===== config.mk =====
export PLATFORM = sky130hd
export DESIGN_NAME = source_char_tokenizer
export DESIGN_NICKNAME = d
export VERILOG_FILES = /design/src/rtl/sct_pkg.sv /design/src/rtl/source_char_tokenizer.sv
export VERILOG_INCLUDE_DIRS = /design/src /design/src/rtl
export SDC_FILE = /design/constraint.sdc
export NUM_CORES = 1
export LEC_CHECK = 0
export BUFFER_PORTS_ARGS = -buffer_cell sky130_fd_sc_hd__buf_2
export CORE_UTILIZATION = 55
export CTS_CLUSTER_DIAMETER = 50
export DETAILED_ROUTE_END_ITERATION = 8
export PLACE_DENSITY = 0.73
export SYNTH_ARGS = -nofsm -noshare
export SYNTH_HDL_FRONTEND = slang
export SYNTH_SLANG_ARGS = --single-unit

===== constraint.sdc =====
create_clock -name clk -period 8.78 [get_ports clk]
set_input_delay 1.317 -clock clk [delete_from_list [all_inputs] [get_ports clk]]
set_output_delay 1.317 -clock clk [all_outputs]
set_load 0.05 [all_outputs]

===== src/rtl/source_char_tokenizer_macros.svh =====
// Assertion macros used by the tokenizer RTL.
`ifndef SOURCE_CHAR_TOKENIZER_MACROS_SVH
`define SOURCE_CHAR_TOKENIZER_MACROS_SVH

// A condition that must hold at every clock edge outside reset.
`define SCT_ASSERT_HOLDS(lbl, expr, msg) \
  lbl: assert property (@(posedge clk) disable iff (rst) (expr)) else $error(msg);

// A consequence that must hold in the same cycle as its antecedent.
`define SCT_ASSERT_IMPLIES(lbl, ante, cons, msg) \
  lbl: assert property (@(posedge clk) disable iff (rst) (ante) |-> (cons)) else $error(msg);

// A consequence that must hold in the cycle after its antecedent.
`define SCT_ASSERT_NEXT(lbl, ante, cons, msg) \
  lbl: assert property (@(posedge clk) disable iff (rst) (ante) |=> (cons)) else $error(msg);

`endif


===== src/rtl/sct_pkg.sv =====
// Package for the source character tokenizer: types, codes and keyword table.
package sct_pkg;

  localparam int MAX_KEYWORD_CHARS_DEF = 7;
  localparam int IDENT_INDEX_BITS_DEF  = 16;
  localparam int STRING_INDEX_BITS_DEF = 16;

  typedef enum logic [3:0] {
    MODE_IDLE     = 4'd0,
    MODE_WORD     = 4'd1,
    MODE_NUM      = 4'd2,
    MODE_SLASH    = 4'd3,
    MODE_CMT      = 4'd4,
    MODE_CMT_STAR = 4'd5,
    MODE_CMP      = 4'd6,
    MODE_BANG     = 4'd7,
    MODE_STR      = 4'd8
  } mode_t;

  typedef enum logic [1:0] {
    CMP_EQ = 2'd0,
    CMP_LT = 2'd1,
    CMP_GT = 2'd2
  } cmp_t;

  // Token kinds
  localparam logic [5:0] KIND_ERROR   = 6'd0;
  localparam logic [5:0] KIND_ID      = 6'd16;
  localparam logic [5:0] KIND_MUL     = 6'd18;
  localparam logic [5:0] KIND_DIV     = 6'd19;
  localparam logic [5:0] KIND_MOD     = 6'd20;
  localparam logic [5:0] KIND_PLUS    = 6'd21;
  localparam logic [5:0] KIND_MINUS   = 6'd22;
  localparam logic [5:0] KIND_LT      = 6'd23;
  localparam logic [5:0] KIND_GT      = 6'd24;
  localparam logic [5:0] KIND_LE      = 6'd25;
  localparam logic [5:0] KIND_GE      = 6'd26;
  localparam logic [5:0] KIND_EQ      = 6'd27;
  localparam logic [5:0] KIND_NE      = 6'd28;
  localparam logic [5:0] KIND_ASSIGN  = 6'd31;
  localparam logic [5:0] KIND_LBRACE  = 6'd32;
  localparam logic [5:0] KIND_RBRACE  = 6'd33;
  localparam logic [5:0] KIND_SEMI    = 6'd34;
  localparam logic [5:0] KIND_COMMA   = 6'd35;
  localparam logic [5:0] KIND_COLON   = 6'd36;
  localparam logic [5:0] KIND_LPAREN  = 6'd37;
  localparam logic [5:0] KIND_RPAREN  = 6'd38;
  localparam logic [5:0] KIND_COMMENT = 6'd39;
  localparam logic [5:0] KIND_NUMBER  = 6'd40;
  localparam logic [5:0] KIND_STRING  = 6'd41;
  localparam logic [5:0] KIND_END     = 6'd42;

  // Error codes
  localparam logic [2:0] ERR_NONE         = 3'd0;
  localparam logic [2:0] ERR_OPEN_COMMENT = 3'd1;
  localparam logic [2:0] ERR_LONE_BANG    = 3'd2;
  localparam logic [2:0] ERR_BAD_CHAR     = 3'd3;
  localparam logic [2:0] ERR_OPEN_STRING  = 3'd4;

  localparam logic [30:0] NUM_MAX = 31'h7FFF_FFFF;

  // Characters
  localparam logic [7:0] CH_TAB   = 8'h09;
  localparam logic [7:0] CH_LF    = 8'h0A;
  localparam logic [7:0] CH_CR    = 8'h0D;
  localparam logic [7:0] CH_SPACE = 8'h20;
  localparam logic [7:0] CH_BANG  = 8'h21;
  localparam logic [7:0] CH_QUOTE = 8'h22;
  localparam logic [7:0] CH_STAR  = 8'h2A;
  localparam logic [7:0] CH_SLASH = 8'h2F;
  localparam logic [7:0] CH_ZERO  = 8'h30;
  localparam logic [7:0] CH_NINE  = 8'h39;
  localparam logic [7:0] CH_LT    = 8'h3C;
  localparam logic [7:0] CH_EQ    = 8'h3D;
  localparam logic [7:0] CH_GT    = 8'h3E;

  // Keyword table; each text is right-aligned, first character most significant.
  localparam int KW_COUNT = 19;
  localparam int KW_CHARS = 7;

  localparam logic [8*KW_CHARS-1:0] KW_TEXT [KW_COUNT] = '{
    "program", "if", "else", "while", "for", "step", "until", "do", "goto",
    "read", "write", "true", "false", "int", "string", "boolean", "not",
    "and", "or"
  };

  localparam int KW_LEN [KW_COUNT] = '{
    7, 2, 4, 5, 3, 4, 5, 2, 4, 4, 5, 4, 5, 3, 6, 7, 3, 3, 2
  };

  localparam logic [5:0] KW_KIND [KW_COUNT] = '{
    6'd0, 6'd1, 6'd2, 6'd3, 6'd4, 6'd5, 6'd6, 6'd7, 6'd8, 6'd9, 6'd10,
    6'd11, 6'd12, 6'd13, 6'd14, 6'd15, 6'd17, 6'd29, 6'd30
  };

  typedef struct packed {
    logic [5:0]  kind;
    logic [30:0] value;
    logic [2:0]  err;
    logic        last;
  } token_t;

  // Character i of keyword k, or zero beyond its length.
  function automatic logic [7:0] kw_byte(input int k, input int i);
    logic [8*KW_CHARS-1:0] text;
    text = KW_TEXT[k];
    if (i < KW_LEN[k]) begin
      return text[8*(KW_LEN[k]-1-i) +: 8];
    end else begin
      return 8'd0;
    end
  endfunction

  // Kind of a one-character delimiter, or zero when the character is none.
  function automatic logic [5:0] delim_kind(input logic [7:0] c);
    logic [5:0] k;
    case (c)
      8'h2A:   k = KIND_MUL;
      8'h25:   k = KIND_MOD;
      8'h2B:   k = KIND_PLUS;
      8'h2D:   k = KIND_MINUS;
      8'h7B:   k = KIND_LBRACE;
      8'h7D:   k = KIND_RBRACE;
      8'h3B:   k = KIND_SEMI;
      8'h2C:   k = KIND_COMMA;
      8'h3A:   k = KIND_COLON;
      8'h28:   k = KIND_LPAREN;
      8'h29:   k = KIND_RPAREN;
      default: k = KIND_ERROR;
    endcase
    return k;
  endfunction

endpackage


===== src/rtl/source_char_tokenizer.sv =====
// Source character tokenizer: scans characters into tokens in a single registered pass.
//
// The input channel (in_valid, in_stall, op, ch) carries one source character per
// request, or an end-of-input mark when op is high. The output channel (out_valid,
// out_stall, token_kind, token_value, error_code, last) carries one token per request;
// last marks the final token caused by an input request.
// A character that closes a pending word, number, slash or comparison is scanned again
// in the same cycle, so one input request can produce two tokens.
// Each request is decoded in the cycle it is accepted and its tokens are written into a
// four-entry result queue; the output channel is driven from the queue's head entry.
// Throughput is one input request per cycle while each request yields at most one
// token and no stall holds the flow; a request yielding two tokens sends both in turn.
// The figure is set by the single output port draining the result queue.
// in_stall rises once the queue holds more than two tokens, so a stalled receiver
// backs up into the input after at most three further requests that yield tokens.
// Reset clears the scanner state, the ordinal counters and the queue. After an end mark
// every further request yields one end-of-program token until the next reset.
`include "source_char_tokenizer_macros.svh"

module source_char_tokenizer
  import sct_pkg::*;
#(
  parameter int MAX_KEYWORD_CHARS = MAX_KEYWORD_CHARS_DEF,
  parameter int IDENT_INDEX_BITS  = IDENT_INDEX_BITS_DEF,
  parameter int STRING_INDEX_BITS = STRING_INDEX_BITS_DEF
) (
  input  logic        clk,
  input  logic        rst,
  input  logic        in_valid,
  output logic        in_stall,
  input  logic        op,
  input  logic [7:0]  ch,
  output logic        out_valid,
  input  logic        out_stall,
  output logic [5:0]  token_kind,
  output logic [30:0] token_value,
  output logic [2:0]  error_code,
  output logic        last
);

  localparam int NAME_LEN_W = $clog2(MAX_KEYWORD_CHARS + 2);
  localparam int NAME_IDX_W = $clog2(MAX_KEYWORD_CHARS);
  localparam logic [NAME_LEN_W-1:0] NAME_KEEP = NAME_LEN_W'(MAX_KEYWORD_CHARS);

  // Scanner state
  mode_t                        mode, mode_next;
  logic [7:0]                   name_chars [MAX_KEYWORD_CHARS];
  logic [NAME_LEN_W-1:0]        name_length, name_length_next;
  logic [30:0]                  number_accum, number_accum_next;
  logic [IDENT_INDEX_BITS-1:0]  ident_count, ident_count_next;
  logic [STRING_INDEX_BITS-1:0] string_count, string_count_next;
  cmp_t                         compare_first, compare_first_next;
  logic                         input_ended, input_ended_next;

  logic                  name_wr;
  logic [NAME_IDX_W-1:0] name_wr_idx;

  // Result queue
  token_t     fifo [4];
  logic [1:0] head, tail;
  logic [2:0] count;

  logic       accept, pop;
  logic [1:0] push_n;
  token_t     res0, res1;

  // Character classes
  logic       is_letter, is_digit, is_blank, is_alnum;
  logic [3:0] digit;
  logic [5:0] dkind;

  assign accept    = in_valid && !in_stall;
  assign pop       = out_valid && !out_stall;
  assign is_letter = (ch >= 8'h61 && ch <= 8'h7A) || (ch >= 8'h41 && ch <= 8'h5A);
  assign is_digit  = (ch >= CH_ZERO) && (ch <= CH_NINE);
  assign is_alnum  = is_letter || is_digit;
  assign is_blank  = (ch == CH_SPACE) || (ch == CH_LF) || (ch == CH_CR) || (ch == CH_TAB);
  assign digit     = 4'(ch - CH_ZERO);
  assign dkind     = delim_kind(ch);

  // What the idle state makes of the current request.
  mode_t      idle_mode;
  logic       idle_emit, idle_ended;
  logic [5:0] idle_kind;
  logic [2:0] idle_err;
  cmp_t       idle_cmp;

  always_comb begin
    idle_mode  = MODE_IDLE;
    idle_emit  = 1'b0;
    idle_ended = 1'b0;
    idle_kind  = KIND_ERROR;
    idle_err   = ERR_NONE;
    idle_cmp   = CMP_EQ;
    if (op) begin
      idle_emit  = 1'b1;
      idle_kind  = KIND_END;
      idle_ended = 1'b1;
    end else if (is_blank) begin
      idle_mode = MODE_IDLE;
    end else if (is_letter) begin
      idle_mode = MODE_WORD;
    end else if (is_digit) begin
      idle_mode = MODE_NUM;
    end else if (ch == CH_SLASH) begin
      idle_mode = MODE_SLASH;
    end else if (ch == CH_EQ || ch == CH_LT || ch == CH_GT) begin
      idle_mode = MODE_CMP;
      idle_cmp  = (ch == CH_EQ) ? CMP_EQ : (ch == CH_LT) ? CMP_LT : CMP_GT;
    end else if (ch == CH_BANG) begin
      idle_mode = MODE_BANG;
    end else if (ch == CH_QUOTE) begin
      idle_mode = MODE_STR;
    end else if (dkind != KIND_ERROR) begin
      idle_emit = 1'b1;
      idle_kind = dkind;
    end else begin
      idle_emit = 1'b1;
      idle_err  = ERR_BAD_CHAR;
    end
  end

  // Keyword match against the stored word; entries at or above name_length are never
  // compared, because the length test fails first.
  logic [5:0] word_kind;

  always_comb begin
    logic hit;
    word_kind = KIND_ID;
    for (int k = KW_COUNT - 1; k >= 0; k--) begin
      hit = (name_length == NAME_LEN_W'(KW_LEN[k]));
      for (int i = 0; i < KW_CHARS; i++) begin
        if (i < KW_LEN[k]) begin
          hit = hit && (name_chars[i] == kw_byte(k, i));
        end
      end
      if (hit) begin
        word_kind = KW_KIND[k];
      end
    end
  end

  // Decimal accumulate by shift and add, saturating at the largest 31-bit value.
  logic [34:0] num_wide;
  logic [30:0] num_step;

  assign num_wide = ({4'd0, number_accum} << 3) + ({4'd0, number_accum} << 1) + 35'(digit);
  assign num_step = (num_wide > 35'(NUM_MAX)) ? NUM_MAX : num_wide[30:0];

  // Next scan mode, and whether the character is scanned again from idle.
  logic  again, use_idle;
  mode_t pass_mode;

  always_comb begin
    again     = 1'b0;
    pass_mode = MODE_IDLE;
    case (mode)
      MODE_IDLE: begin
        pass_mode = MODE_IDLE;
      end
      MODE_WORD: begin
        if (!op && is_alnum) begin
          pass_mode = MODE_WORD;
        end else begin
          again = 1'b1;
        end
      end
      MODE_NUM: begin
        if (!op && is_digit) begin
          pass_mode = MODE_NUM;
        end else begin
          again = 1'b1;
        end
      end
      MODE_SLASH: begin
        if (!op && ch == CH_STAR) begin
          pass_mode = MODE_CMT;
        end else begin
          again = 1'b1;
        end
      end
      MODE_CMT, MODE_CMT_STAR: begin
        if (op) begin
          pass_mode = MODE_IDLE;
        end else if (mode == MODE_CMT_STAR && ch == CH_SLASH) begin
          pass_mode = MODE_IDLE;
        end else begin
          pass_mode = (ch == CH_STAR) ? MODE_CMT_STAR : MODE_CMT;
        end
      end
      MODE_CMP: begin
        if (op || ch != CH_EQ) begin
          again = 1'b1;
        end
      end
      MODE_BANG: begin
        pass_mode = MODE_IDLE;
      end
      MODE_STR: begin
        pass_mode = (op || ch == CH_QUOTE) ? MODE_IDLE : MODE_STR;
      end
      default: begin
        again = 1'b1;
      end
    endcase
    use_idle = (mode == MODE_IDLE) || again;
    if (input_ended) begin
      mode_next = mode;
    end else begin
      mode_next = use_idle ? idle_mode : pass_mode;
    end
  end

  // Tokens produced by the request.
  always_comb begin
    logic        pass_emit;
    logic [5:0]  pass_kind;
    logic [30:0] pass_value;
    logic [2:0]  pass_err;
    pass_emit  = 1'b0;
    pass_kind  = KIND_ERROR;
    pass_value = '0;
    pass_err   = ERR_NONE;
    case (mode)
      MODE_WORD: begin
        if (op || !is_alnum) begin
          pass_emit = 1'b1;
          pass_kind = word_kind;
          if (word_kind == KIND_ID) begin
            pass_value = 31'(ident_count);
          end
        end
      end
      MODE_NUM: begin
        if (op || !is_digit) begin
          pass_emit  = 1'b1;
          pass_kind  = KIND_NUMBER;
          pass_value = number_accum;
        end
      end
      MODE_SLASH: begin
        if (op || ch != CH_STAR) begin
          pass_emit = 1'b1;
          pass_kind = KIND_DIV;
        end
      end
      MODE_CMT, MODE_CMT_STAR: begin
        if (op) begin
          pass_emit = 1'b1;
          pass_err  = ERR_OPEN_COMMENT;
        end else if (mode == MODE_CMT_STAR && ch == CH_SLASH) begin
          pass_emit = 1'b1;
          pass_kind = KIND_COMMENT;
        end
      end
      MODE_CMP: begin
        pass_emit = 1'b1;
        if (!op && ch == CH_EQ) begin
          case (compare_first)
            CMP_EQ:  pass_kind = KIND_EQ;
            CMP_LT:  pass_kind = KIND_LE;
            default: pass_kind = KIND_GE;
          endcase
        end else begin
          case (compare_first)
            CMP_EQ:  pass_kind = KIND_ASSIGN;
            CMP_LT:  pass_kind = KIND_LT;
            default: pass_kind = KIND_GT;
          endcase
        end
      end
      MODE_BANG: begin
        pass_emit = 1'b1;
        if (!op && ch == CH_EQ) begin
          pass_kind = KIND_NE;
        end else begin
          pass_err = ERR_LONE_BANG;
        end
      end
      MODE_STR: begin
        if (op) begin
          pass_emit = 1'b1;
          pass_err  = ERR_OPEN_STRING;
        end else if (ch == CH_QUOTE) begin
          pass_emit  = 1'b1;
          pass_kind  = KIND_STRING;
          pass_value = 31'(string_count);
        end
      end
      default: begin
        pass_emit = 1'b0;
      end
    endcase

    res0   = '{kind: idle_kind, value: '0, err: idle_err, last: 1'b1};
    res1   = res0;
    push_n = 2'd0;
    if (input_ended) begin
      res0   = '{kind: KIND_END, value: '0, err: ERR_NONE, last: 1'b1};
      push_n = 2'd1;
    end else if (pass_emit) begin
      res0 = '{kind: pass_kind, value: pass_value, err: pass_err, last: 1'b1};
      if (use_idle && idle_emit) begin
        res0.last = 1'b0;
        push_n    = 2'd2;
      end else begin
        push_n = 2'd1;
      end
    end else if (use_idle && idle_emit) begin
      push_n = 2'd1;
    end
  end

  // Counters, accumulator and word buffer.
  always_comb begin
    name_length_next   = name_length;
    number_accum_next  = number_accum;
    ident_count_next   = ident_count;
    string_count_next  = string_count;
    compare_first_next = compare_first;
    input_ended_next   = input_ended;
    name_wr            = 1'b0;
    name_wr_idx        = name_length[NAME_IDX_W-1:0];
    if (!input_ended) begin
      case (mode)
        MODE_WORD: begin
          if (!op && is_alnum) begin
            name_wr = (name_length < NAME_KEEP);
            if (name_length <= NAME_KEEP) begin
              name_length_next = name_length + 1'b1;
            end
          end else if (word_kind == KIND_ID) begin
            ident_count_next = ident_count + 1'b1;
          end
        end
        MODE_NUM: begin
          if (!op && is_digit) begin
            number_accum_next = num_step;
          end
        end
        MODE_CMT, MODE_CMT_STAR, MODE_BANG: begin
          if (op) begin
            input_ended_next = 1'b1;
          end
        end
        MODE_STR: begin
          if (op) begin
            input_ended_next = 1'b1;
          end else if (ch == CH_QUOTE) begin
            string_count_next = string_count + 1'b1;
          end
        end
        default: begin
          input_ended_next = input_ended;
        end
      endcase
      if (use_idle) begin
        if (idle_ended) begin
          input_ended_next = 1'b1;
        end
        if (idle_mode == MODE_WORD) begin
          name_wr          = 1'b1;
          name_wr_idx      = '0;
          name_length_next = NAME_LEN_W'(1);
        end
        if (idle_mode == MODE_NUM) begin
          number_accum_next = 31'(digit);
        end
        if (idle_mode == MODE_CMP) begin
          compare_first_next = idle_cmp;
        end
      end
    end
  end

  always_ff @(posedge clk) begin
    if (rst) begin
      mode          <= MODE_IDLE;
      name_length   <= '0;
      number_accum  <= '0;
      ident_count   <= '0;
      string_count  <= '0;
      compare_first <= CMP_EQ;
      input_ended   <= 1'b0;
    end else if (accept) begin
      mode          <= mode_next;
      name_length   <= name_length_next;
      number_accum  <= number_accum_next;
      ident_count   <= ident_count_next;
      string_count  <= string_count_next;
      compare_first <= compare_first_next;
      input_ended   <= input_ended_next;
    end
  end

  always_ff @(posedge clk) begin
    if (accept && name_wr) begin
      name_chars[name_wr_idx] <= ch;
    end
  end

  // Result queue: up to two tokens written per request, one read per cycle while out_stall is low.
  always_ff @(posedge clk) begin
    if (accept && push_n != 2'd0) begin
      fifo[tail] <= res0;
    end
    if (accept && push_n == 2'd2) begin
      fifo[tail + 2'd1] <= res1;
    end
  end

  always_ff @(posedge clk) begin
    if (rst) begin
      head  <= '0;
      tail  <= '0;
      count <= '0;
    end else begin
      if (accept) begin
        tail <= tail + push_n;
      end
      if (pop) begin
        head <= head + 2'd1;
      end
      count <= count + (accept ? 3'(push_n) : 3'd0) - 3'(pop);
    end
  end

  assign out_valid   = (count != 3'd0);
  assign in_stall    = (count > 3'd2);
  assign token_kind  = fifo[head].kind;
  assign token_value = fifo[head].value;
  assign error_code  = fifo[head].err;
  assign last        = fifo[head].last;

  `SCT_ASSERT_HOLDS(a_queue_bound, count <= 3'd4, "result queue overfilled")
  `SCT_ASSERT_NEXT(a_end_sticks, input_ended, input_ended, "end flag cleared without reset")
  `SCT_ASSERT_IMPLIES(a_pair_rescan, accept && push_n == 2'd2, mode != MODE_IDLE, "pair from idle")
  `SCT_ASSERT_IMPLIES(a_pair_queued, out_valid && !fifo[head].last, count >= 3'd2, "pair split")

endmodule

Yosys cells after proc, flatten, opt, wreduce, memory -nomap -nowiden
Memory sizes are Yosys's and may differ from the RTL's. A register that Yosys moved wholly into a read port is not among the register bits.
Cells that the tools add are included.
- bits in registers: 81
- RAM bits: 220
- input port bits: 13
- output and inout bits: 43
- word-level logic and storage cells: 397
- memories: 2
- memory list (memory ; depth ; width ; rd ports ; clocked after Yosys merged registers in ; write ports ; RTL line ; text):
    fifo ; 4 ; 41 ; 1 ; 1 ; 2 ; source_char_tokenizer.sv:59 ; token_t fifo [4];
    name_chars ; 7 ; 8 ; 7 ; 0 ; 1 ; source_char_tokenizer.sv:47 ; logic [7:0] name_chars [MAX_KEYWORD_CHARS];
- add/sub/neg operators: 11
- magnitude comparators: 10
- equality and inequality tests: 94
- muxes and demuxes: 145
- bitwise gates (word level): 3
- reductions and logical operators: 122
- operators by type and width (cell ; number):
    $eq 8x7->1 const B ; 53
    $mux 6 ; 34
    $mux 31 ; 6
    $eq 8x6->1 const B ; 16
    $pmux 31 s3 ; 1
    $logic_and 1x1->1 ; 91
    $mux 41 ; 2
    $pmux 6 s11 ; 1
    $mux 16 ; 4
    $mux 4 ; 16
    $mux 2 ; 25
    $pmux 6 s7 ; 1
    $mux 1 ; 40
    $eq 4x3->1 const B ; 9
    $add 34x32->35 ; 1
    $add 35x4->35 ; 1
    $gt 35x31->1 const B ; 1
    $add 16x1->16 const B ; 2
    $eq 8x4->1 const B ; 3
    $mux 3 ; 7
    $eq 4x2->1 const B ; 5
    $pmux 4 s5 ; 1
    $ge 8x7->1 const B ; 2
    $le 8x7->1 const B ; 2
    other kinds (37) ; 61

Logic depth before layout (Yosys ltp)
Gate-level depths: netlist (run 1).
An unclocked memory read counts as a cell.
- word-level depth: 31
- depth in mapped cells: 19
- depth with buffers taken out: 17

Worst setup path after synthesis (run 1)
No wires, ideal clock.
- path type: input to register
- from: in ch[4]
- to: mem fifo[3][0] in the netlist's numbering
- setup time: 0.117 ns
- arrival time: 5.074 ns
- data required time: 8.663 ns
- slack: 3.589 ns
- stages: 17
- path buffers: 3
- cells stage by stage: buf_2 > nor4b_2 > nand2_1 > nor3_1 > o22ai_1 > or3_1 > buf_2 > o21a_1 > ha_1 > or2_2 > o21a_1 > nand3_1 > inv_1 > nor2_1 > clkbuf_1 > inv_1 > o22a_1
- RTL lines (item ; RTL line ; text):
    start, declared ; source_char_tokenizer.sv:32 ; input logic [7:0] ch,
    end, declared ; source_char_tokenizer.sv:59 ;

==> results.toml, run 1 <==
[setup_path]
worstPathArrival_ns = 6.99
endpoint = "fifo[3][15]"
cp.depth = 15
reg2reg_to = "fifo[3][15]"
ff2ff_path_depth = 14
path_class = "in -> reg"
path_buf_inv = 2
critPathRequiredTime_ns = 9.24
timing.rr.start = "mode[0]"
critPathCaptureType = "flip-flop"
cp_slowest_cell = "nor2_2"
cp_cell_sequence = "buf_2 -> nor4b_2 -> nand2_1 -> nor3_1 -> o22ai_1 -> or3_1 -> o21a_1 -> ha_1 -> or2_2 -> o21a_1 -> nand3_1 -> inv_1 -> nand3_1 -> nor2_2 -> a221o_1"
crit_family = "simple AND/OR/NAND/NOR gates"
start_kind = "primary input"
cp_max_fo = 25
cpPeakStageDelay_ns = 0.82
r2r_slack_ns = 3.28
crit_path_start = "ch[4]"

[synth]
synth_edf_count = 88
yosys.area_share.xor_xnor_pct = 2.71
synth_simple_gate_area_share_pct = 20.8
synth_top_area_share_pct = 26.6
synth_top_family_by_area = "simple AND/OR/NAND/NOR gates"
synth_nets = 1791
yosys_warnings = 0
syn-cell-area_um2 = 16200
synthMuxAreaShare_pct = 6.29
synth_area_leaders = "dfxtp_1 (27%), edfxtp_1 (16%), mux4_2 (5.7%)"
synth_compound_area_share_pct = 18.1
synth_seq_cells = 303
yosysSeqAreaShare_pct = 42.9
synth-main-ff-cell = "dfxtp_1"
postSynthCellCount = 1703
yosysUniqueCellTypes = 82
syn_avg_cell_area_um2 = 9.50
synth.largest_area_cell = "dfxtp_1"
async_flop_share_pct = 0
synth_fa_ha_area_share_pct = 5.94

[routing]
firstDrtPassIters = 6
wire_per_inst_um = 21.5
dr.max_layer_used = "met4"
vias_per_cell = 6.57
wl_met1_um = 18800
wl_um = 46000
drtIter0Drc = 1648
route.met3.wl_um = 3570
drc = 0
wl_met2_um = 21700
vias = 14029
drtAntennaViolNets = 0

[cts]
cts_hold_buf = 0
cts_buffers = 39
cts_setup_buffers = 0
numClockSinks = 303
clk_pin_slew_ns = 0.06
clkLatencyLatePin_ns = 0.53
cts.path.max_buffers = 3
cts_resized = 0
cts_htree_levels = 2
cts_tree = "done"
clockRootBuffer = "clkbuf_16"

[sta]
worstMarginPinSlew_ns = 1.23
fmax_mhz = 153
period_share_pct = 74.4
finalSetupTns_ns = 0
drv_slew = 0
layout_min_cycle_time_ns = 6.53
setup_viol = 0
skew_ns = 0.0189
relSlewSlack_pct = 17.2
rsz0062_at_grt = "false"
finalWorstSetupSlack_ns = 2.25
finalHoldViolCount = 0

[power]
power_leakage_uw = 0.00676
vdd.ir_drop.worst_mv = 0.156
p_per_area_nw_per_um2 = 218

[global_route]
grt_use_total_pct = 30.3
gr-total-overflow = 0
grt_pass1_vias = 13478
grt_max_degree = 61
grt_pass1_wl_um = 72900
antenna_found_initial = 0

[min_path]
hold_path.class = "reg -> reg"

[cells_and_area]
num_antenna_cells = 0
drive_above_1_share_pct = 12.7
area_growth_pct = 11.7
final_area_um2 = 18100
utilization_pct = 62.6
final_cells = 2134
layout.nets = 1807

[floorplanning]
initial_core_util_pct = 56.1
core_area_um2 = 28900
io_pins = 56
die_width_um = 174
die_h_um = 174
fp-row-count = 62
die-area_um2 = 30100

[placement]
port_buffers = 55
dpl-instance-area_um2 = 16700
dp_slack_ns = 1.93
hpwl_um = 32000
placed_cells = 2062
gp_congestion = 1.00

[flow_run]
cap_viol_max_count = 0

[status]
status = "finished, final reports clean"
==> layer usage <==
metal | vias up | global-route usage, %
li1 | 6476 | -
met1 | 6754 | 39.2
met2 | 665 | 50.2
met3 | 134 | 4.96
met4 | 0 | 13.0
met5 | - | 0
==> synth_stat cells (23+ instances only) <==
library cell,n
dfxtp_1,215
nor2_1,180
nand2_1,153
o21ai_0,129
edfxtp_1,88
a21oi_1,80
clkbuf_1,78
ha_1,72
a221o_1,64
nor3_1,48
nand3_1,46
mux4_2,41
inv_1,33
nand4_1,31
xor2_1,27
xnor2_1,23
==> registers in the layout, indices dropped and copies added (netlist names), named ones only <==
signal and flops:
ident_count 16, compare_first 2, input_ended 1, count 3, name_length 4, mode 4, name_chars 56, fifo 164
number_accum 31, head 2, tail 2, string_count 16
==> cell families (layout without fill, tap and decap cells) <==
group,Yosys count,after routing
DFF,303,303
adders and majority gates,75,75
xor gates and xnor gates,50,50
muxes,50,50
AOI/OAI and AO/OA,433,433
and+or+nand+nor,657,657
buffers and inverters,135,182
==> cells in the final DEF, fill, tap and decap left out, types with 8 or more instances in the layout <==
| master | count |
|---|---|
| nand3b_1 | 8 |
| or4_1 | 8 |
| nand2b_1 | 22 |
| o32ai_1 | 10 |
| or2_2 | 10 |
| a21o_1 | 18 |
| clkbuf_16 | 40 |
| nand4_1 | 31 |
| xor2_1 | 27 |
| buf_4 | 22 |
| mux4_2 | 41 |
| o21ai_0 | 129 |
| nor3_1 | 48 |
| a21oi_1 | 80 |
| nand2_1 | 153 |
| xnor2_1 | 23 |
| ha_1 | 72 |
| a22o_1 | 8 |
| buf_2 | 55 |
| inv_1 | 33 |
| o22ai_1 | 20 |
| nor2_1 | 176 |
| edfxtp_1 | 88 |
| nor2b_1 | 18 |
| a221o_1 | 64 |
| nor3b_1 | 13 |
| dfxtp_1 | 213 |
| and2_1 | 8 |
| and3_1 | 22 |
| nand3_1 | 46 |
| or3_1 | 20 |
| a31oi_1 | 12 |
| a22oi_1 | 18 |
| nor4_1 | 19 |
==> report_power, final <==
| group | switching [uW] | internal [uW] | leakage [uW] | total (uW) |
|---|---|---|---|---|
| Clock | 638 | 995 | 0.000651 | 1630 |
| Sequential | 45.5 | 1510 | 0.00249 | 1560 |
| Combinational | 528 | 211 | 0.00362 | 739 |
| Total | 1210 | 2720 | 0.00676 | 3930 |
==> metrics by stage <==
stage / total power (uW) / hold WS (ns)
3_3_place_gp: 2300 / 0.429
4_1_cts: 3940 / 0.450
2_1_floorplan: 2120 / 0.420
5_1_grt: 4070 / 0.479
6_report: 3930 / 0.447
3_5_place_dp: 2320 / 0.437
==> worst min path at each step <==
stage | start | to | slack, ns | depth (start not counted)
4_1_cts | fifo[1][30] | fifo[1][30] | 0.45 | 2
6_report | fifo[1][30] | fifo[1][30] | 0.45 | 2
5_1_grt | fifo[1][3] | fifo[1][3] | 0.48 | 2
3_5_place_dp | fifo[1][32] | fifo[1][32] | 0.44 | 2
2_1_floorplan | fifo[1][20] | fifo[1][20] | 0.42 | 2
3_3_place_gp | fifo[3][31] | fifo[3][31] | 0.43 | 2
==> area by class of cell <==
class	count	area (um^2)
well taps	384	480
fillers	2394	10800
clock inverters	25	293
clock buffers	47	1060
flip-flops and latches	303	6950
inverters	33	124
multi-input cells	1265	8730
repair buffers	77	440
==> worst min-delay path: stages, from the launching register on <==
cell and delay (ns):
dfxtp_1 0.32, nand2_1 0.04, o21ai_0 0.05
Note: power is estimated with default switching activity, not from simulation.
==> inputs of run 2 (changes only) <==
clock period = 6.68 ns   (was 8.78 ns; I/O delays follow)
==> results.toml, run 2 (synthesized netlist as in run 1, its figures left out) <==
[sta]
rsz0062_at_grt = "false"
fmax_mhz = 180
relSlewSlack_pct = 11.5
worstMarginPinSlew_ns = 1.32
drv_slew = 0
layout_min_cycle_time_ns = 5.57
finalSetupTns_ns = 0
skew_ns = 0.0204
setup_viol = 0
finalHoldViolCount = 0
period_share_pct = 83.3

[placement]
hpwl_um = 32700
dpl-instance-area_um2 = 16700
gp_congestion = 0.935
port_buffers = 55

[floorplanning]
initial_core_util_pct = 56.1
io_pins = 56
die_width_um = 174
die_h_um = 174
core_area_um2 = 28900
die-area_um2 = 30100
fp-row-count = 62

[routing]
wl_um = 46500
vias_per_cell = 6.58
drc = 0
firstDrtPassIters = 5
drtAntennaViolNets = 0
wire_per_inst_um = 21.8
drtIter0Drc = 1298
vias = 14072

[cells_and_area]
layout.nets = 1810
final_area_um2 = 18100
num_antenna_cells = 0
area_growth_pct = 12.1
fillCellCount = 2423
drive_above_1_share_pct = 12.8
largest_reg_flops = 164
top_regs = "fifo x164, name_chars x56, number_accum x31"
final_cell_mix = "dfxtp_1 (213), nor2_1 (176), nand2_1 (153)"
final_common_cell = "dfxtp_1"
regMostFlops = "fifo"

[min_path]
whs_path_depth = 2
hp-start = "fifo[1][26]"
hold_path_end = "fifo[1][26]"
hold_path.class = "reg -> reg"

[setup_path]
critPathRequiredTime_ns = 7.15
cp_max_fo = 18
r2r_slack_ns = 1.72
ff2ff_path_depth = 11
path_class = "in -> reg"
start_kind = "primary input"
worstPathArrival_ns = 6.04
timing.rr.start = "name_length[0]"
reg2reg_to = "fifo[0][18]"
critPathCaptureType = "flip-flop"

[global_route]
grt_pass1_wl_um = 74500
antenna_found_initial = 0
gr-total-overflow = 0
grt_pass1_vias = 13824
grt_use_total_pct = 30.7
grt_max_degree = 61

[power]
power_leakage_uw = 0.00681
power_frac_comb_pct = 18.5
internal-power_uw = 3640
p_sw_uw = 1620
p_seq_share_pct = 39.0
swShare_pct = 30.8
pwr-share-clk_pct = 42.5
vdd.ir_drop.worst_mv = 0.182
p_per_area_nw_per_um2 = 290

[cts]
cts_resized = 0
cts_tree = "done"
clk_pin_slew_ns = 0.06
cts_htree_levels = 2
cts.path.max_buffers = 3
clkLatencyLatePin_ns = 0.54
cts_buffers = 40
cts_hold_buf = 0
clockRootBuffer = "clkbuf_16"
numClockSinks = 303
cts_setup_buffers = 0

[status]
status = "finished, final reports clean"

[flow_run]
cap_viol_max_count = 0
==> run 2: changes by cell type in the layout (fill, tap and decap cells not counted) <==
cell        delta
clkinv_4       +5
clkinv_2       -4
clkinvlp_4     -4
inv_6          -4
clkbuf_1       +3
buf_4          +2
inv_8          +2
bufinv_16      +1
clkbuf_2       +1
clkbuf_8       +1
clkinv_1       -1
inv_16         +1
==> run 2: critical path: stages <==
cell	delay, ns
buf_2	0.21
nor4b_2	0.56
nand2_1	0.19
nor3_1	0.34
o22ai_1	0.17
or3_1	0.55
o21a_1	0.17
ha_1	0.30
or2_2	0.15
o21ai_0	0.13
nor2_1	0.27
nand3_1	0.62
nor2_1	1.08
a221o_1	0.28
==> run 2: power groups by stage <==
stage          sequential, uW  combinational [uW]  clock (uW)
5_1_grt                  2060                1030        2340
3_5_place_dp             2090                 960           0
3_3_place_gp             2080                 945           0
2_1_floorplan            2050                 733           0
4_1_cts                  2050                 965        2250
6_report                 2050                 976        2240
==> run 2: worst max path at each step <==
stage,endpoint,slack [ns],startpoint
6_report,fifo[1][16],1.11,ch[4]
5_1_grt,fifo[1][16],0.78,ch[4]
2_1_floorplan,fifo[3][0],1.80,ch[4]
3_5_place_dp,fifo[1][8],0.67,ch[4]
3_3_place_gp,fifo[1][17],0.89,ch[4]
4_1_cts,fifo[1][8],1.20,ch[4]
==> run 2: cell type report <==
| type | instances | area (um^2) | area share (%) |
|---|---|---|---|
| sequential | 303 | 6950 | 38.3 |
| multi-input combinational | 1265 | 8730 | 48.1 |
| clock buffer | 52 | 1090 | 5.99 |
| tap | 384 | 480 | 2.65 |
| timing repair buffer | 79 | 455 | 2.51 |
| clock inverter | 21 | 320 | 1.77 |
| inverter | 33 | 124 | 0.683 |
==> run 2: layer usage <==
layer,GRT usage [%],wire [um],vias up
met5,0,0,-
met2,51.3,22200,622
li1,-,-,6473
met3,4.52,3420,121
met4,12.9,1660,0
met1,39.9,19300,6856
==> run 2: through the flow <==
step	total power [uW]	hold slack, ns	setup slack, ns	instances	util (%)
2_1_floorplan	2790	0.420	1.80	1703	-
3_3_place_gp	3030	0.428	0.887	2064	58.0
3_5_place_dp	3050	0.439	0.675	2064	58.0
4_1_cts	5270	0.453	1.20	2137	62.9
5_1_grt	5430	0.470	0.775	2137	62.9
6_report	5260	0.452	1.11	2137	62.9
